## config.mk

```make
export PLATFORM = sky130hd
export DESIGN_NAME = fot_ctrl
export DESIGN_NICKNAME = d
export VERILOG_FILES = /design/src/rtl/core/fot_pkg.sv /design/src/rtl/core/fot_ctrl.sv
export SDC_FILE = /design/constraint.sdc
export NUM_CORES = 1
export LEC_CHECK = 0
export BUFFER_PORTS_ARGS = -buffer_cell sky130_fd_sc_hd__buf_2
export CORE_AREA = 2 2 39 41
export DETAILED_ROUTE_END_ITERATION = 6
export DIE_AREA = 0 0 41 43
export PLACE_DENSITY = 0.36
export SYNTH_ARGS = -nofsm -noshare
export SYNTH_HDL_FRONTEND = slang
export SYNTH_SLANG_ARGS = --single-unit
```

## constraint.sdc

```tcl
create_clock -name clk -period 1 [get_ports clk]
set_clock_uncertainty 0.2 [all_clocks]
set_input_delay 0 -clock clk [delete_from_list [all_inputs] [get_ports clk]]
set_output_delay 0 -clock clk [all_outputs]
set_load 0.02 [all_outputs]
```

## src/rtl/core/fot_pkg.sv

```systemverilog
// Shared types and constants for the frame orientation transform.
package fot_pkg;

    // Default frame store geometry
    localparam int DEF_MAX_WIDTH  = 64;
    localparam int DEF_MAX_HEIGHT = 64;

    // Frame size after reset, before clamping to the store geometry
    localparam int RESET_WIDTH  = 8;
    localparam int RESET_HEIGHT = 6;

    // Configuration port
    localparam int CFG_INDEX_W = 2;
    localparam int CFG_DATA_W  = 7;

    localparam logic [CFG_INDEX_W-1:0] CFG_MODE   = 2'd0;
    localparam logic [CFG_INDEX_W-1:0] CFG_WIDTH  = 2'd1;
    localparam logic [CFG_INDEX_W-1:0] CFG_HEIGHT = 2'd2;

    // Item actions
    localparam logic ACT_LOAD = 1'b0;
    localparam logic ACT_READ = 1'b1;

    // Transform modes
    localparam int MODE_W = 3;

    localparam logic [MODE_W-1:0] MODE_HFLIP  = 3'd0;
    localparam logic [MODE_W-1:0] MODE_VFLIP  = 3'd1;
    localparam logic [MODE_W-1:0] MODE_ROT90  = 3'd2;
    localparam logic [MODE_W-1:0] MODE_ROT180 = 3'd3;
    localparam logic [MODE_W-1:0] MODE_ROT270 = 3'd4;
    localparam logic [MODE_W-1:0] MODE_INVERT = 3'd5;

    // Pixel width and invert characters
    localparam int PIX_W = 8;

    localparam logic [PIX_W-1:0] CHAR_STAR = 8'h2A;
    localparam logic [PIX_W-1:0] CHAR_DASH = 8'h2D;

    // Controller states
    typedef enum logic [2:0] {
        ST_IDLE,
        ST_LOAD,
        ST_ADDR,
        ST_FETCH,
        ST_EMIT
    } state_t;

    // Commands from controller to datapath
    typedef struct packed {
        logic accept;
        logic load;
        logic addr;
        logic fetch;
        logic emit;
    } cmd_t;

endpackage

```

## src/rtl/core/fot_ctrl.sv

```systemverilog
// Controller state machine for the frame orientation transform.
module fot_ctrl (
    input  logic          clk,
    input  logic          rst_n,
    input  logic          start,
    input  logic          action,
    output logic          busy,
    output fot_pkg::cmd_t cmd
);

    fot_pkg::state_t state_reg;
    fot_pkg::state_t state_next;

    // Hold the current state
    always_ff @(posedge clk or negedge rst_n)
    begin
        if (!rst_n)
        begin
            state_reg <= fot_pkg::ST_IDLE;
        end
        else
        begin
            state_reg <= state_next;
        end
    end

    // Advance through load or read steps and issue commands
    always_comb
    begin
        state_next = state_reg;
        cmd        = '0;
        busy       = 1'b1;
        case (state_reg)
            fot_pkg::ST_IDLE:
            begin
                busy = 1'b0;
                if (start)
                begin
                    cmd.accept = 1'b1;
                    state_next = (action == fot_pkg::ACT_READ) ?
                                 fot_pkg::ST_ADDR : fot_pkg::ST_LOAD;
                end
            end
            fot_pkg::ST_LOAD:
            begin
                cmd.load   = 1'b1;
                state_next = fot_pkg::ST_IDLE;
            end
            fot_pkg::ST_ADDR:
            begin
                cmd.addr   = 1'b1;
                state_next = fot_pkg::ST_FETCH;
            end
            fot_pkg::ST_FETCH:
            begin
                cmd.fetch  = 1'b1;
                state_next = fot_pkg::ST_EMIT;
            end
            fot_pkg::ST_EMIT:
            begin
                cmd.emit   = 1'b1;
                state_next = fot_pkg::ST_IDLE;
            end
            default:
            begin
                state_next = fot_pkg::ST_IDLE;
            end
        endcase
    end

endmodule

```

==> flow_metrics.tcl <==
set metrics [dict create \
    outcome "complete, but fails checks" \
    violations "hold timing, setup timing" \
    clock-sinks 3 \
    fin_crit_ns 1.40 \
    cap_violations 0 \
    area_growth_pct 133 \
    holdWs_ns -0.102 \
    worst-endpoint-arrival_ns 1.20 \
    gp_congestion 0.586 \
    portBuffers 9 \
    layout-drive-gt1-share_pct 72.2 \
    timing.final.crit_share_pct 140 \
    dr_total_vias 190 \
    worst-path-buf-inv 1 \
    synth-seq-cells 3 \
    avgSynthCellArea_um2 10.3 \
    yosys_warnings 0 \
    crit_path_cell_trace "or3_4, nor2_4, buf_6" \
    grt_max_degree 8 \
    cts_made_buffers 3 \
    clock_latency_ns 0.23 \
    clock_tree.root_cell "clkbuf_4" \
    hold_class "in -> reg" \
    dp_hpwl_um 363 \
    power_density_nw_per_um2 3070 \
    placed_area_um2 263 \
    drt_pre_antenna_iters 2 \
    fp.dieArea_um2 1760 \
    num-nets-final 41 \
    cp_slowest_stage_delay_ns 0.40 \
    drt_iter0_markers 2 \
    grt_usage_pct 7.15 \
    max_freq_mhz 715 \
    clockBufferDepth 2 \
    overflow 0 \
    ios 10 \
    ys_seq_area_share_pct 45.5 \
    die_w_um 41 \
    routed_wl_um 521 \
    ir_drop_mv 0.806 \
    ctsHoldBuffers 3 \
    final_cell_area_um2 384 \
    synth.distinct_cells 12 \
    syn_inst 16 \
    coreArea_um2 1380 \
    syn_area_um2 165 \
    setup_ws_ns -0.399 \
    grt_pass1_vias 193 \
    setup_viol 9 \
    crit_path_end_kind "primary output" \
    hold_violations 1 \
    cp.required_ns 0.80 \
    worstSetupPathType "reg -> out" \
    syn-num-nets 20 \
    finalNonFillerCells 52 \
    htree_levels 1 \
    cp_top_family "simple AND/OR/NAND/NOR gates" \
    largest_reg_flops 3 \
    antennaDiodeCount 0 \
    crit_path_top_delay_cell "or3_4" \
    vias_per_cell 3.65 \
    utilization_pct 27.8 \
    place_ws_ns -0.197 \
    antenna_found_initial 0 \
    total_power_mw 1.18 \
    cts_tree "done" \
    cp_max_fo 2 \
    rsz0062_at_grt "true" \
    relSlewSlack_pct 90.1 \
    maxSlewViolCount 0 \
    clk_pin_slew_ns 0.04 \
    grt_pass1_wl_um 731 \
    start_kind "flip-flop" \
    drc_errors 0 \
    ant_nets 0 \
    placed_cells 44 \
    initial_core_util_pct 11.9 \
    post_drt_wl_per_cell_um 10.0 \
    dieHeight_um 43 \
    leakage_nw 0.182 \
    rows 14 \
    worst_slew_pin_slew_ns 0.148 \
]
[path summary, 6_finish.rpt]
| check | endpoint | startpoint | cells past startpoint | slack (ns) |
|---|---|---|---|---|
| worst min register to register | state_reg[1] | state_reg[0] | 2 | 0.40 |
| worst min-delay path | state_reg[1] | start | 3 | -0.10 |
| min in group asynchronous | state_reg[0] | rst_n | 3 | 0.44 |
| max in group asynchronous | state_reg[1] | rst_n | 3 | 0.05 |
| worst max register to register | state_reg[2] | state_reg[2] | 3 | -0.10 |
| worst max-delay path | cmd[4] | state_reg[1] | 3 | -0.40 |
[power by group]
group          leakage, nW  switching (mW)  internal [mW]  total, mW
clock network       0.0150          0.0603          0.149      0.210
logic                0.128           0.384          0.391      0.775
registers           0.0389          0.0254          0.169      0.194
total                0.182           0.470          0.709       1.18
[cells in the final DEF, fill, tap and decap left out, types with 2 or more instances in the layout]
cell | synthesis | routed
buf_4 | 0 | 5
dlygate4sd3_1 | 0 | 3
nor2_4 | 0 | 2
buf_6 | 0 | 4
clkbuf_4 | 0 | 3
and3b_2 | 2 | 2
dfrtp_1 | 3 | 3
nor3b_2 | 0 | 2
buf_2 | 0 | 4
[cell usage after synthesis (all sizes together)]
master	count	area [um^2]
a21oi	1	5.00
and2	1	6.26
and3b	2	20.0
dfrtp	3	75.1
inv	1	3.75
nor2	2	10.0
nor2b	1	6.26
nor3	1	5.00
nor3b	2	15.0
o21a	1	7.51
or3	1	11.3
[kinds of logic (layout without fill, tap and decap cells)]
kind of cell	after synthesis	count (layout)	synth area share [%]
buffers and inverters	1	21	2.27
AND/OR/NAND/NOR	10	10	44.7
flip-flops	3	3	45.5
AO/OA/AOI/OAI	2	2	7.57
[through the flow]
| step | hold WS (ns) | setup TNS [ns] |
|---|---|---|
| 2_1_floorplan | -0.496 | -0.401 |
| 3_3_place_gp | -0.404 | -0.734 |
| 3_5_place_dp | -0.398 | -0.786 |
| 4_1_cts | -0.109 | -2.27 |
| 5_1_grt | -0.0809 | -2.50 |
| 6_report | -0.102 | -2.16 |
[final cells by class]
type / instances / area [um^2]
multi-input combinational: 12 / 126
clock buffer: 4 / 26.3
sequential: 3 / 75.1
tap: 16 / 20.0
inverter: 1 / 3.75
timing repair buffer: 16 / 133
fill: 151 / 1000
[worst register-to-register path, stage by stage, from the launching register on]
cell and delay [ns]:
dfrtp_1 0.38, buf_6 0.14, buf_6 0.11, and3b_2 0.21
[routing by layer]
layer / track usage [%] / up-vias / routed length, um
met5: 0 / - / 0
met1: 6.17 / 85 / 216
met4: 8.00 / 0 / 0
li1: - / 95 / -
met3: 4.71 / 0 / 55
met2: 9.69 / 10 / 248
[repair_timing]
| action | in CTS | in global routing |
|---|---|---|
| gates resized for setup | 16 | 1 |
| endpoints found under the hold margin | 5 | 1 |
| buffers inserted | 1 | 1 |
| setup endpoints to repair | 9 | 9 |
| pin swaps | 3 | 0 |
No activity file was read; power rests on OpenSTA's default activity.
